`config.mk`:
```
export PLATFORM = sky130hd
export DESIGN_NAME = scdp_queue
export DESIGN_NICKNAME = d
export VERILOG_FILES = /design/src/hw/rtl/scdp_pkg.sv /design/src/hw/rtl/scdp_queue.sv
export SDC_FILE = /design/constraint.sdc
export NUM_CORES = 1
export LEC_CHECK = 0
export BUFFER_PORTS_ARGS = -buffer_cell sky130_fd_sc_hd__buf_2
export CAP_MARGIN = 20
export CORE_UTILIZATION = 56
export DETAILED_ROUTE_END_ITERATION = 10
export PLACE_DENSITY_LB_ADDON = 0.2
export REMOVE_ABC_BUFFERS = 1
export SLEW_MARGIN = 20
export SYNTH_ARGS = -nofsm -noshare
export SYNTH_HDL_FRONTEND = slang
export SYNTH_SLANG_ARGS = --single-unit
```
`constraint.sdc`:
```
create_clock -name clk_i -period 4.8 [get_ports clk_i]
set_clock_uncertainty 0.05 [all_clocks]
set_input_delay 0 -clock clk_i [delete_from_list [all_inputs] [get_ports clk_i]]
set_output_delay 0 -clock clk_i [all_outputs]
set_load 0.02 [all_outputs]
```
`src/hw/rtl/scdp_pkg.sv`:
```
// shared types and constants for the sparse column dot product block
package scdp_pkg;

  localparam int VECTOR_DEPTH_DEF = 4096;
  localparam int MAX_COLUMNS_DEF  = 65536;
  localparam int QUEUE_DEPTH      = 4;
  localparam int INDEX_W          = 12;
  localparam int VALUE_W          = 32;
  localparam int COLUMN_W         = 16;
  localparam int ACC_W            = 64;
  localparam int FRAC_W           = 16;

  localparam logic [1:0] OP_WRITE = 2'd0;
  localparam logic [1:0] OP_ENTRY = 2'd1;
  localparam logic [1:0] OP_CLOSE = 2'd2;

  typedef struct packed {
    logic [1:0]                 operation;
    logic [INDEX_W-1:0]         index;
    logic signed [VALUE_W-1:0]  value;
    logic                       last;
  } item_t;

  typedef struct packed {
    logic [COLUMN_W-1:0]        column_number;
    logic signed [VALUE_W-1:0]  dot_result;
    logic                       saturated;
  } result_t;

  typedef struct packed {
    logic [1:0]                 op;
    logic                       hit;
    logic                       emit;
    logic [INDEX_W-1:0]         index;
    logic signed [VALUE_W-1:0]  value;
  } cmd_t;

endpackage

```
`src/hw/rtl/scdp_queue.sv`:
```
// short command queue between the front and back stages
module scdp_queue (
  input  logic           clk_i,
  input  logic           rst_ni,
  input  logic           push_i,
  input  scdp_pkg::cmd_t push_cmd_i,
  output logic           full_o,
  output logic           valid_o,
  input  logic           pop_i,
  output scdp_pkg::cmd_t pop_cmd_o
);
  import scdp_pkg::*;

  localparam int PTR_W = $clog2(QUEUE_DEPTH);
  localparam int CNT_W = PTR_W + 1;

  cmd_t             slots_q [QUEUE_DEPTH];
  logic [PTR_W-1:0] wr_q, wr_d, rd_q, rd_d;
  logic [CNT_W-1:0] count_q, count_d;
  logic             do_push, do_pop;

  assign full_o    = count_q == CNT_W'(QUEUE_DEPTH);
  assign valid_o   = count_q != '0;
  assign do_push   = push_i && !full_o;
  assign do_pop    = pop_i && valid_o;
  assign pop_cmd_o = slots_q[rd_q];

  always_comb begin
    wr_d    = do_push ? wr_q + 1'b1 : wr_q;
    rd_d    = do_pop ? rd_q + 1'b1 : rd_q;
    count_d = count_q + CNT_W'(do_push) - CNT_W'(do_pop);
  end

  always_ff @(posedge clk_i or negedge rst_ni) begin
    if (!rst_ni) begin
      wr_q    <= '0;
      rd_q    <= '0;
      count_q <= '0;
    end else begin
      wr_q    <= wr_d;
      rd_q    <= rd_d;
      count_q <= count_d;
    end
  end

  always_ff @(posedge clk_i) begin
    if (do_push) begin
      slots_q[wr_q] <= push_cmd_i;
    end
  end

`ifndef ASSERT_OFF
  a_count_bound: assert property (@(posedge clk_i) disable iff (!rst_ni)
    (do_push && !do_pop) |=> (count_q == $past(count_q) + 1'b1 && count_q <= CNT_W'(QUEUE_DEPTH)))
    else $error("queue count out of step");
`endif

endmodule

```
==> results.json <==
{
  "outcome": "completed",
  "grt_use_total": 0.197,
  "setup_viol": 0,
  "detailedPlace.worstSlack_ns": 2.44,
  "worstSetupPathType": "reg -> reg",
  "finalHoldViolations": 0,
  "coreArea_sq_um": 12800,
  "hold_end": "slots_q[2][38]",
  "min_from": "push_cmd_i[38]",
  "pin_count": 102,
  "num-fill-cells": 760,
  "grt_max_degree": 51,
  "cp-start-kind": "flop",
  "drive_gt1_frac": 0.408,
  "rsz0062_at_grt": "false",
  "n_antenna_cell": 0,
  "final_cell_mix": "edfxtp_1 (192), buf_2 (101), dlygate4sd3_1 (52)",
  "grt_use_met2": 0.320,
  "fmax_mhz": 422,
  "grt_overflow": 0,
  "cts_tree": "done",
  "min_delay_path_depth": 2,
  "wire_per_inst_microns": 19.4,
  "nNetsFinal": 517,
  "antenna_found_initial": 0,
  "die_area_sq_um": 13800,
  "die_y_microns": 117,
  "seq_area_sq_um": 5950,
  "use_met3": 0.0550,
  "die_w_microns": 117,
  "cts_sinks": 199,
  "crit_start": "count_q[1]",
  "ir_drop_mv": 0.348,
  "wirelength_microns": 12500,
  "drt_iter0_markers": 301,
  "critical_path.slowest_cell": "dfrtp_1",
  "cp.arrival_ns": 2.67,
  "viasPerCell": 5.44,
  "cp_max_fo": 8,
  "clk_latency_ns": 0.42,
  "grt_pass1_wl_microns": 19500,
  "period_share": 0.494,
  "worstPathRequired_ns": 5.10,
  "reg2reg_from": "count_q[1]",
  "reg2reg_to": "count_q[2]",
  "clockRootBuffer": "clkbuf_16",
  "synthCells": 291,
  "layout_commonest_cell": "edfxtp_1",
  "synth-seq-cells": 199,
  "syn_to_final_growth_pct": 24.7,
  "dp_hpwl_microns": 7030,
  "ys_seq_area_frac": 0.798,
  "period_needed_ns": 2.37,
  "gp_congestion": 0.747,
  "critPathMaxStageDelay_ns": 0.48,
  "drc_errors": 0,
  "syn_area_sq_um": 7450,
  "r2r_slack_ns": 2.43,
  "cts_buffer_depth": 2,
  "synth_area_per_cell_sq_um": 25.6,
  "row_count": 41,
  "io_buffers": 101,
  "final_util": 0.727,
  "powerDensity_nw_per_um2": 620,
  "use_met1": 0.251,
  "cts_buffers": 17,
  "postCtsSetupBuffers": 0,
  "multi_input_area_sq_um": 1350,
  "yosysWarnings": 0,
  "tightest_slew_ns": 0.702,
  "ff2ff_path_depth": 9,
  "ant_nets": 0,
  "vias": 3500,
  "setup-tns-final_ns": 0,
  "worstPathCellList": "nor3b_2 -> nand2b_1 -> ha_1 -> inv_1 -> ha_1 -> inv_1 -> fa_1 -> xnor2_1 -> xnor2_1",
  "worst_slack_ns": 2.43,
  "first_global_vias": 3683,
  "slew_violations": 0,
  "worstHoldPathType": "in -> reg",
  "synth_cell_types": 21,
  "h-tree-depth": 4,
  "dr.pass1.iters": 4,
  "power.leakage_uw": 0.00325,
  "critPathCaptureType": "flop",
  "clkTransAtPathRegs_ns": 0.07,
  "cap_viol_max_count": 0,
  "busiest_layer": "met2",
  "max-slew-margin-rel": 0.532,
  "start_util": 0.583
}
registers in the layout, indices dropped and copies added, names as in the netlist:
signal,flops
slots_q,192
count_q,3
rd_q,2
wr_q,2
per-stage QoR:
step | total power [uW] | area [sq um] | hold slack [ns] | instances
6_report | 5760 | 9280 | 0.273 | 643
5_1_grt | 6010 | 9280 | 0.255 | 643
4_1_cts | 5800 | 9260 | 0.253 | 642
3_5_place_dp | 4220 | 8080 | -0.203 | 558
3_3_place_gp | 4180 | 8080 | -0.208 | 558
2_1_floorplan | 3660 | 7310 | -0.346 | 280
power breakdown:
part           internal (uW)  switching [uW]  total [uW]
clock                    972             583        1560
sequential              2300             186        2480
combinational            757             964        1720
area by class of cell:
class | count | area share
Clock inverter | 14 | 0.0248
Multi-Input combinational cell | 76 | 0.146
Tap cell | 172 | 0.0232
Timing Repair Buffer | 159 | 0.118
Inverter | 5 | 0.00202
Clock buffer | 18 | 0.0462
Sequential cell | 199 | 0.640
critical path, delay by kind of cell (launching register included):
family | cells | cell delay (ns)
XOR/XNOR | 2 | 0.34
adder cells (fa/ha/maj) | 3 | 0.72
buffers and inverters | 2 | 0.10
flip-flops | 1 | 0.48
AND/OR/NAND/NOR | 2 | 0.60
synth_stat cells, drive strengths merged:
library cell	count	area, sq um
ha	6	75.1
edfxtp	192	5770
xor2	1	8.76
nor3b	1	12.5
mux4	48	1080
nand2b	4	25.0
dfrtp	7	175
o311ai	1	8.76
o211ai	2	15.0
buf	11	139
inv	5	18.8
and3b	4	35.0
xnor2	3	26.3
o31a	1	8.76
fa	1	20.0
or3	1	6.26
nand4bb	2	22.5
nand2	1	3.75
how the worst max path moves through the flow:
stage,endpoint,slack [ns],cells after the start
floorplan,rd_q[1],1.85,2
global placement,count_q[2],2.54,9
detailed placement,count_q[2],2.44,9
CTS,pop_cmd_o[22],2.28,2
global route,count_q[2],2.24,9
finish,count_q[2],2.43,9
per-layer routing:
layer	wire, microns	vias up
met5	0	-
met4	165	0
met3	717	13
met2	6380	107
met1	5190	1808
li1	-	1572
kinds of logic after synthesis:
logic type,after synthesis,share of synthesized area
adder cells (fa/ha/maj),7,0.0128
XOR/XNOR,4,0.00471
AND/OR/NAND/NOR,13,0.0141
multiplexers,48,0.145
buffers and inverters,16,0.0212
flip-flops,199,0.798
AO/OA/AOI/OAI,4,0.00437
repair_timing:
item,in CTS,in global routing
hold buffers,52,0
hold endpoints to repair,203,0
resized for setup,0,0
(Power assumes the default switching activity.)
