<file path="src/hw/rtl/scdp_pkg.sv">
// shared types and constants for the sparse column dot product block
package scdp_pkg;

  localparam int VECTOR_DEPTH_DEF = 4096;
  localparam int MAX_COLUMNS_DEF  = 65536;
  localparam int QUEUE_DEPTH      = 4;
  localparam int INDEX_W          = 12;
  localparam int VALUE_W          = 32;
  localparam int COLUMN_W         = 16;
  localparam int ACC_W            = 64;
  localparam int FRAC_W           = 16;

  localparam logic [1:0] OP_WRITE = 2'd0;
  localparam logic [1:0] OP_ENTRY = 2'd1;
  localparam logic [1:0] OP_CLOSE = 2'd2;

  typedef struct packed {
    logic [1:0]                 operation;
    logic [INDEX_W-1:0]         index;
    logic signed [VALUE_W-1:0]  value;
    logic                       last;
  } item_t;

  typedef struct packed {
    logic [COLUMN_W-1:0]        column_number;
    logic signed [VALUE_W-1:0]  dot_result;
    logic                       saturated;
  } result_t;

  typedef struct packed {
    logic [1:0]                 op;
    logic                       hit;
    logic                       emit;
    logic [INDEX_W-1:0]         index;
    logic signed [VALUE_W-1:0]  value;
  } cmd_t;

endpackage

</file>
<file path="src/hw/rtl/scdp_front.sv">
// front stage: accepts input words, classifies them and hands commands to the queue
module scdp_front #(
  parameter int VECTOR_DEPTH = scdp_pkg::VECTOR_DEPTH_DEF
) (
  input  logic           clk_i,
  input  logic           rst_ni,
  input  logic           in_valid_i,
  output logic           in_stall_o,
  input  scdp_pkg::item_t in_word_i,
  output logic           cmd_valid_o,
  input  logic           cmd_full_i,
  output scdp_pkg::cmd_t cmd_o
);
  import scdp_pkg::*;

  logic valid_q, valid_d;
  cmd_t cmd_q, cmd_d;
  logic accept, push, useful;

  assign in_stall_o  = valid_q && cmd_full_i;
  assign accept      = in_valid_i && !in_stall_o;
  assign push        = valid_q && !cmd_full_i;
  assign cmd_valid_o = push;
  assign cmd_o       = cmd_q;

  always_comb begin
    useful = 1'b0;
    cmd_d  = cmd_q;
    unique case (in_word_i.operation)
      OP_WRITE: useful = 1'b1;
      OP_ENTRY: useful = 1'b1;
      OP_CLOSE: useful = 1'b1;
      default:  useful = 1'b0;
    endcase
    if (accept) begin
      cmd_d.op    = in_word_i.operation;
      cmd_d.hit   = {{(17 - INDEX_W){1'b0}}, in_word_i.index} < 17'(VECTOR_DEPTH);
      cmd_d.emit  = (in_word_i.operation == OP_CLOSE) ||
                    ((in_word_i.operation == OP_ENTRY) && in_word_i.last);
      cmd_d.index = in_word_i.index;
      cmd_d.value = in_word_i.value;
    end
    if (accept) begin
      valid_d = useful;
    end else if (push) begin
      valid_d = 1'b0;
    end else begin
      valid_d = valid_q;
    end
  end

  always_ff @(posedge clk_i or negedge rst_ni) begin
    if (!rst_ni) begin
      valid_q <= 1'b0;
    end else begin
      valid_q <= valid_d;
    end
  end

  always_ff @(posedge clk_i) begin
    cmd_q <= cmd_d;
  end

endmodule

</file>
<file path="config.mk">
export PLATFORM = sky130hd
export DESIGN_NAME = scdp_front
export DESIGN_NICKNAME = d
export VERILOG_FILES = /design/src/hw/rtl/scdp_pkg.sv /design/src/hw/rtl/scdp_front.sv
export SDC_FILE = /design/constraint.sdc
export NUM_CORES = 1
export LEC_CHECK = 0
export BUFFER_PORTS_ARGS = -buffer_cell sky130_fd_sc_hd__buf_4
export CAP_MARGIN = 20
export CORE_MARGIN = 2
export CORE_UTILIZATION = 40
export DETAILED_ROUTE_END_ITERATION = 12
export GPL_TIMING_DRIVEN = 0
export MAX_ROUTING_LAYER = met4
export PLACE_DENSITY = 0.87
export SYNTH_ARGS = -nofsm -noshare
export SYNTH_HDL_FRONTEND = slang
export SYNTH_SLANG_ARGS = --single-unit
</file>
<file path="constraint.sdc">
create_clock -name clk_i -period 3.58 [get_ports clk_i]
set_input_delay 0 -clock clk_i [delete_from_list [all_inputs] [get_ports clk_i]]
set_output_delay 0 -clock clk_i [all_outputs]
set_load 0.1 [all_outputs]
</file>
==> results of run 1 <==
==> through the flow <==
stage	total power (W)	hold slack, ns	worst slack (ns)	instance area [µm²]	instances
floorplan	0.000942	-0.296	0.396	1500	57
global placement	0.00103	-0.225	0.0400	2300	204
detailed placement	0.00104	-0.221	1.94	2330	205
CTS	0.00137	0.00238	1.93	2890	260
global route	0.00140	0.00332	1.83	2890	260
finish	0.00136	0.0210	1.93	2890	260
==> critical path: cells and delay by family, from the launching register on <==
family	cells	cell delay, ns
buffers and inverters	1	0.25
flip-flops	1	0.39
AND/OR/NAND/NOR	2	0.71
==> report_power, final <==
part / internal, W / leakage [nW] / switching [W] / total [W]
clock: 0.000129 / 0.0391 / 0.000154 / 0.000283
sequential: 0.000658 / 0.462 / 0.00000963 / 0.000667
combinational: 0.000117 / 0.731 / 0.000290 / 0.000407
==> layout by cell type, fill, tap and decap left out <==
cell,n
clkinv_1,2
and2_4,1
edfxtp_1,47
a21o_1,1
mux2i_1,1
dfrtp_1,1
nor2b_4,1
and2b_1,1
conb_1,1
clkbuf_8,5
nand2_1,2
buf_4,100
dlygate4sd3_1,48
buf_16,1
==> cell type report <==
class                   instances  area (µm²)  area share, %
clock buffers                   5        68.8           2.38
clock inverters                 2        7.51          0.260
multi-input cells               8        58.8           2.03
plain buffers                   1        7.51          0.260
flip-flops and latches         48        1440           49.7
repair buffers                148        1250           43.3
well taps                      48        60.1           2.08
==> path summary, 6_finish.rpt <==
kind | to | startpoint | cells after the start
setup / recovery | cmd_o[31] | valid_q | 3
hold / removal | valid_q | rst_ni | 2
setup reg to reg | cmd_o[31] | valid_q | 3
hold reg to reg | valid_q | valid_q | 2
max in group asynchronous | valid_q | rst_ni | 2
min in group clk_i | cmd_o[44] | in_word_i[0] | 3
==> what timing repair did <==
| action | 4_1_cts | 5_1_grt |
|---|---|---|
| hold buffers | 48 | 0 |
| hold endpoints to repair | 48 | 0 |
| setup endpoints to repair | 0 | 0 |
==> synth_stat cells, drive strengths merged <==
library cell  count
nor2b             1
edfxtp           47
and2              1
conb              1
mux2i             1
dfrtp             1
and2b             1
buf               1
a21o              1
nand2             2
==> per-layer routing <==
layer / track usage (%) / vias to the layer above / share of wire (%)
li1: - / 528 / -
met1: 18.9 / 520 / 36
met2: 32.9 / 70 / 53
met3: 6.34 / 10 / 8.2
met4: 8.59 / 0 / 2.7
met5: - / - / 0
==> sequential cells by signal, summed over array words and instances (netlist names) <==
| register | cells |
|---|---|
| cmd_o | 47 |
| valid_q | 1 |
==> kinds of logic after synthesis <==
group | count (synthesis) | synth area share [%]
flops | 48 | 96.1
simple gates | 5 | 2.01
compound gates | 1 | 0.502
mux | 1 | 0.669
buf+inv | 1 | 0.502
other cells | 1 | 0.251
==> metrics.md, run 1 <==
| Metric | Value |
|---|---|
| Synth-to-layout area growth | `93.3%` |
| Max-cap violation count | `0` |
| Sequential fraction of the synthesis area | `96.1%` |
| Cts repair resizes | `0` |
| Syn nets | `108` |
| Ant diodes | `0` |
| CP Max Fanout | `25` |
| Share of layout cells above drive strength 1 | `50.9%` |
| Final nets | `263` |
| DRC | `0` |
| Netlist cell types | `10` |
| Register bit total from synthesis | `48` |
| Initial antenna violation count | `0` |
| Critical path required time | `3.58 ns` |
| Vias in the first global route | `1173` |
| Post-DP HPWL | `2290 µm` |
| Crit path capture type | `register` |
| Largest cells by area after synthesis | `edfxtp_1 (94%), dfrtp_1 (1.7%), mux2i_1 (0.67%), and2_4 (0.59%), a21o_1 (0.50%)` |
| Die area | `0.00424 mm²` |
| Clk_lat worst skew | `0.29 ns` |
| Largest net degree at the start of global routing | `26` |
| Top Ports | `101` |
| Power per cell area | `469 mW/mm²` |
| Hold Fails Final Rpt | `0` |
| Worst-Margin Slew | `0.677 ns` |
| Via count | `1128` |
| Setup CP Type | `reg -> reg` |
| Largest area contributor in the netlist | `edfxtp_1` |
| First-pass GRT wire length | `5400 µm` |
| CP peak stage delay | `0.55 ns` |
| Routability cong. | `0.707` |
| Final period util | `46.0%` |
| Core area | `0.00363 mm²` |
| Max Slew Vio Count | `0` |
| Die X | `65.1 µm` |
| Endpoints failing setup | `0` |
| Wirelength, routed | `3810 µm` |
| Fillers | `222` |
| Clock Tree Root | `clkbuf_8` |
| Startpoint Class | `register` |
| Critical path data arrival time | `1.65 ns` |
| Final Util | `79.5%` |
| Routed Antenna Nets | `0` |
| Worst-path clk slew | `0.08 ns` |
| GRT Util Overall | `18.7%` |
| DR pass1 iterations | `4` |
| Max-slew headroom | `54.7%` |
| Cell Area, Synth | `0.00150 mm²` |
| Initial core utilization | `41.2%` |
| Critical path, cell by cell | `and2_4 > nor2b_4 > buf_16` |
| Iteration-0 DRC Markers | `33` |
| RSZ-0062 raised after global routing | `no` |
| Peak supply drop | `0.000383 V` |
| CTS Buf Count | `5` |
| Clock Tree Buf Depth | `2` |
| Top-area cell type share of the netlist area | `94.4%` |
| Max stage delay cell, worst path | `nor2b_4` |
| Hold Crit Class | `in -> async` |
| Avg WL per Cell | `14.7 µm` |
| Avg Inst Size Synth | `26.2 µm²` |
| Register-to-register path setup slack | `1.93 ns` |
| H-tree depth | `2` |
| Rows | `22` |
| Setup TNS | `0 ns` |
| Post-layout min period | `1.65 ns` |
| Die height | `65.1 µm` |
| Via density | `4.34` |
| Post-CTS setup buffers | `0` |
| P_leak | `1.23 nW` |
| GRT overflow | `0` |
| # port buffers | `99` |
| Top achievable clock speed | `0.607 GHz` |
| Status | `finished, final reports clean` |
| Ys Warns | `0` |
| Clk sinks | `48` |
| Clock Skews | `0.00631 ns` |
| TritonCTS clock tree | `built` |
| Cells after synthesis | `57` |
(Power assumes the default switching activity.)
==> run 2, diff against run 1 <==
clock period = 1.6 ns   (was 3.58 ns; I/O delays follow)
==> run 2 against run 1 <==
Net effect:
- global-route usage grew 1.0 points
- clock-buffer cell count grew 1
- power grew 140%
- critical endpoint is now cmd_o[18]
==> metrics.md, run 2 (synthesized netlist as in run 1, its figures left out) <==
| Metric | Value |
|---|---|
| Avg WL per Cell | `15.3 µm (was 14.7 µm)` |
| Power per cell area | `1110 mW/mm² (was 469 mW/mm²)` |
| P_leak | `1.24 nW (was 1.23 nW)` |
| Initial antenna violation count | `0 (unchanged)` |
| Via count | `1112 (was 1128)` |
| Peak supply drop | `0.000725 V (was 0.000383 V)` |
| Post-DP HPWL | `2210 µm (was 2290 µm)` |
| GRT overflow | `0 (unchanged)` |
| Worst-Margin Slew | `0.631 ns (was 0.677 ns)` |
| Met2 wire len | `2300 µm (was 2030 µm)` |
| First-pass GRT wire length | `5690 µm (was 5400 µm)` |
| Clk_lat worst skew | `0.29 ns (about the same)` |
| DRC | `0 (unchanged)` |
| Clk sinks | `48 (unchanged)` |
| Number of flip-flops in the largest register | `47 (unchanged)` |
| Die X | `65.1 µm (unchanged)` |
| Share of layout cells above drive strength 1 | `51.6% (was 50.9%)` |
| R2R Path Start | `valid_q (unchanged)` |
| Max-cap violation count | `0 (unchanged)` |
| Overall power | `0.00323 W (was 0.00136 W)` |
| Final period util | `90.5% (was 46.0%)` |
| Met3 wire length | `300 µm (was 313 µm)` |
| Routed Antenna Nets | `0 (unchanged)` |
| Commonest non-fill, non-tap cells in the layout | `buf_4 (100), dlygate4sd3_1 (48), edfxtp_1 (47) (unchanged)` |
| Routability cong. | `0.675 (was 0.707)` |
| CTS Buf Count | `5 (unchanged)` |
| Die area | `0.00424 mm² (unchanged)` |
| Worst-path clk slew | `0.08 ns (about the same)` |
| Rows | `22 (unchanged)` |
| Initial core utilization | `41.2% (unchanged)` |
| Vias in the first global route | `1206 (was 1173)` |
| Hold Fails Final Rpt | `0 (unchanged)` |
| CP Max Fanout | `23 (was 25)` |
| Wirelength, routed | `4000 µm (was 3810 µm)` |
| RR Endpoint | `cmd_o[18] (was cmd_o[31])` |
| RSZ-0062 raised after global routing | `no (unchanged)` |
| Endpoints failing setup | `0 (unchanged)` |
| Met1 WL | `1330 µm (was 1370 µm)` |
| Die height | `65.1 µm (unchanged)` |
| Top achievable clock speed | `0.690 GHz (was 0.607 GHz)` |
| Hold Crit Class | `in -> async (unchanged)` |
| Clock Skews | `0.00342 ns (was 0.00631 ns)` |
| Clock Tree Root | `clkbuf_8 (unchanged)` |
| Critical path required time | `1.53 ns (was 3.58 ns)` |
| Ant diodes | `0 (unchanged)` |
| Largest net degree at the start of global routing | `25 (was 26)` |
| TritonCTS clock tree | `built (unchanged)` |
| H-tree depth | `2 (unchanged)` |
| Highest metal used | `met4 (unchanged)` |
| Top Ports | `101 (unchanged)` |
| Core area | `0.00363 mm² (unchanged)` |
| Via density | `4.26 (was 4.34)` |
| Status | `finished, final reports clean (unchanged)` |
| Clock Tree Buf Depth | `2 (unchanged)` |
| Setup CP Type | `reg -> reg (unchanged)` |
| Register-to-register path setup slack | `0.15 ns (was 1.93 ns)` |
| Critical path data arrival time | `1.38 ns (was 1.65 ns)` |
| Max Slew Vio Count | `0 (unchanged)` |
| Post-layout min period | `1.45 ns (was 1.65 ns)` |
| Crit path capture type | `register (unchanged)` |
| Iteration-0 DRC Markers | `56 (was 33)` |
| DR pass1 iterations | `4 (unchanged)` |
| Synth-to-layout area growth | `94.5% (was 93.3%)` |
| Startpoint Class | `register (unchanged)` |
| Min Hold Slack | `0.0212 ns (was 0.0210 ns)` |
| Final nets | `263 (unchanged)` |
| R2R depth | `2 (was 3)` |
| Max-slew headroom | `57.8% (was 54.7%)` |
| # port buffers | `99 (unchanged)` |
| Most common cell after layout, fill and taps aside | `buf_4 (unchanged)` |
| GRT Util Overall | `19.8% (was 18.7%)` |
-- run 2: power breakdown --
part           internal [W]  leakage [nW]  total (W)  switching (W)
combinational      0.000254         0.727   0.000903       0.000649
sequential          0.00147         0.462    0.00149      0.0000226
clock              0.000464        0.0552   0.000834       0.000370
total               0.00219          1.24    0.00323        0.00104
-- run 2: worst max path at each step --
stage	start	endpoint
after floorplan	valid_q	cmd_o[0]
after detailed placement	valid_q	cmd_o[1]
final	valid_q	cmd_o[18]
after CTS	valid_q	cmd_o[11]
after global placement	valid_q	cmd_o[2]
after global routing	valid_q	cmd_o[17]
-- run 2: what timing repair did --
item | CTS | global route
endpoints found under the hold margin | 48 | 0
buffers inserted | 0 | 0
gates resized for setup | 1 | 0
setup endpoints to repair | 47 | 0
hold buffers | 48 | 0
-- run 2: routing by layer --
metal	vias up	GRT usage, %
met2	65	38.4
met5	-	-
li1	527	-
met3	7	5.82
met1	513	18.5
met4	0	5.99
-- run 2: stage by stage --
| step | utilization (%) | std cells | setup slack (ns) | TNS, ns | cell area [µm²] |
|---|---|---|---|---|---|
| global route | 80.0 | 261 | 0.0341 | 0 | 2910 |
| CTS | 80.0 | 261 | 0.116 | 0 | 2910 |
| finish | 80.0 | 261 | 0.152 | 0 | 2910 |
| global placement | 63.5 | 204 | -0.188 | -8.76 | 2310 |
| detailed placement | 63.5 | 204 | -0.286 | -13.34 | 2310 |
| floorplan | - | 57 | -0.163 | -7.68 | 1500 |
-- run 2: area by class of cell --
class | instances | area [µm²]
flip-flops and latches | 48 | 1440
repair buffers | 147 | 1220
fillers | 220 | 726
multi-input cells | 9 | 72.6
clock buffers | 6 | 72.6
well taps | 48 | 60.1
clock inverters | 2 | 35.0
plain buffers | 1 | 7.51
-- run 2: critical path: stages, from the launching register on --
cell	delay (ns)
dfrtp_1	0.39
and2_4	0.17
nor2b_4	0.52
==> run 3, diff against run 2 <==
PLACE_DENSITY = 0.79   (was 0.87)
==> run 3 against run 2 <==
Net effect:
- sequential share of layout area grew 0.54 points
- routed wire length is 0.95% lower
- global-route usage increased by 1.1 points
- maximum frequency is 3.1% lower
- clock skew increased by 0.0023 ns
- worst setup slack got worse by 0.046 ns
- final cell count down 0.38%
- largest power group unchanged
==> metrics.md, run 3 (synthesized netlist as in run 1, its figures left out) <==
| Metric | Value |
|---|---|
| Share of layout cells above drive strength 1 | `50.9% (was 51.6%)` |
| Max stage delay cell, worst path | `nor2b_4 (unchanged)` |
| Vias in the first global route | `1298 (was 1206)` |
| Clock Tree Root | `clkbuf_8 (unchanged)` |
| Final nets | `263 (unchanged)` |
| Startpoint Class | `register (unchanged)` |
| Max-cap violation count | `0 (unchanged)` |
| Number of flip-flops in the largest register | `47 (unchanged)` |
| Final period util | `93.4% (was 90.5%)` |
| DR pass1 iterations | `4 (unchanged)` |
| Die height | `65.1 µm (unchanged)` |
| Ant diodes | `0 (unchanged)` |
| Critical path required time | `1.53 ns (about the same)` |
| Rows | `22 (unchanged)` |
| Family with the most delay on the worst path | `simple AND/OR/NAND/NOR gates (unchanged)` |
| Buf+Inv Stages, Crit Path | `0 (unchanged)` |
| RSZ-0062 raised after global routing | `no (unchanged)` |
| Hold Fails Final Rpt | `0 (unchanged)` |
| Min Hold Slack | `0.0203 ns (was 0.0212 ns)` |
| # port buffers | `99 (unchanged)` |
| Routed Antenna Nets | `0 (unchanged)` |
| Clock Tree Buf Depth | `2 (unchanged)` |
| GRT overflow | `0 (unchanged)` |
| Via count | `1128 (was 1112)` |
| First-pass GRT wire length | `6130 µm (was 5690 µm)` |
| Post-layout min period | `1.49 ns (was 1.45 ns)` |
| Status | `finished, final reports clean (unchanged)` |
| Clk_lat worst skew | `0.29 ns (about the same)` |
| GRT Util Overall | `20.8% (was 19.8%)` |
| Clock Skews | `0.00569 ns (was 0.00342 ns)` |
| Power per cell area | `1060 mW/mm² (was 1110 mW/mm²)` |
| Final Util | `79.2% (was 80.0%)` |
| H-tree depth | `2 (unchanged)` |
| Critical path data arrival time | `1.42 ns (was 1.38 ns)` |
| Setup TNS | `0 ns (unchanged)` |
| DRC | `0 (unchanged)` |
| P_leak | `1.23 nW (was 1.24 nW)` |
| Via density | `4.34 (was 4.26)` |
| Peak supply drop | `0.000739 V (was 0.000725 V)` |
| Max Slew Vio Count | `0 (unchanged)` |
| Core area | `0.00363 mm² (unchanged)` |
| Hold Crit Class | `in -> async (unchanged)` |
| Iteration-0 DRC Markers | `48 (was 56)` |
| Initial antenna violation count | `0 (unchanged)` |
| Initial core utilization | `41.2% (unchanged)` |
| Top Ports | `101 (unchanged)` |
| Avg WL per Cell | `15.2 µm (was 15.3 µm)` |
| Clk sinks | `48 (unchanged)` |
| Top achievable clock speed | `0.669 GHz (was 0.690 GHz)` |
| Routability cong. | `0.676 (was 0.675)` |
| Commonest non-fill, non-tap cells in the layout | `buf_4 (100), dlygate4sd3_1 (48), edfxtp_1 (47) (unchanged)` |
| CTS Buf Count | `5 (unchanged)` |
| Critical path, cell by cell | `and2_4 > nor2b_4 (unchanged)` |
| Worst-path clk slew | `0.08 ns (about the same)` |
| Wirelength, routed | `3960 µm (was 4000 µm)` |
| CP peak stage delay | `0.55 ns (was 0.52 ns)` |
| Crit path capture type | `register (unchanged)` |
| Worst-Margin Slew | `0.679 ns (was 0.631 ns)` |
| Max-slew headroom | `54.6% (was 57.8%)` |
| Endpoints failing setup | `0 (unchanged)` |
| Die X | `65.1 µm (unchanged)` |
| Die area | `0.00424 mm² (unchanged)` |
| CP Max Fanout | `24 (was 23)` |
| TritonCTS clock tree | `built (unchanged)` |
| Largest net degree at the start of global routing | `25 (unchanged)` |
| Most common cell after layout, fill and taps aside | `buf_4 (unchanged)` |
| Synth-to-layout area growth | `92.4% (was 94.5%)` |
| Setup CP Type | `reg -> reg (unchanged)` |
## run 3: changes by cell type in the layout (fill, tap and decap cells not counted), sizes merged
cell	before	now
bufinv	1	0
clkbuf	6	5
clkinv	1	2
## run 3: final cells by class
| class | count | area [µm²] |
|---|---|---|
| clock buffer | 5 | 68.8 |
| sequential | 48 | 1440 |
| clock inverter | 2 | 7.51 |
| tap | 48 | 60.1 |
| buffer | 1 | 7.51 |
| fill | 220 | 757 |
| timing repair buffer | 147 | 1220 |
| multi-input combinational | 9 | 72.6 |
## run 3: final timing paths
check                                   from  slack [ns]        end  cells past startpoint
worst min-delay path                  rst_ni        0.02    valid_q                      2
worst max register to register       valid_q        0.11  cmd_o[36]                      2
worst max-delay path                 valid_q        0.11  cmd_o[36]                      2
max in group asynchronous             rst_ni        1.50    valid_q                      2
worst min register to register       valid_q        0.68    valid_q                      2
min in group clk_i              in_word_i[0]        0.08  cmd_o[44]                      3
## run 3: power by group
part	switching (W)	internal, W
combinational	0.000648	0.000254
sequential	0.0000233	0.00147
clock	0.000357	0.000289
## run 3: metrics by stage
stage	setup slack, ns	std cells	power, W	instance area (µm²)
2_1_floorplan	-0.163	57	0.00211	1500
3_3_place_gp	-0.213	204	0.00231	2310
3_5_place_dp	-0.285	204	0.00232	2310
4_1_cts	0.0947	260	0.00305	2880
5_1_grt	0.0301	260	0.00315	2880
6_report	0.105	260	0.00304	2880
## run 3: per-layer routing
layer,track usage [%],vias up,part of all wire [%]
met3,5.31,5,7.5
met5,-,-,0
li1,-,528,-
met1,21.2,531,34
met2,38.7,64,57
met4,7.55,0,1.3
## run 3: worst register-to-register path, delay by kind of cell (launching register included)
family | cells | cell delay [ns]
DFF | 1 | 0.39
and+or+nand+nor | 2 | 0.73
## run 3: timing repair
action                                 CTS  global route
setup endpoints to repair               47             0
setup buffers                            0             0
hold buffers                            48             0
gates resized for setup                  1             0
endpoints found under the hold margin   48             0
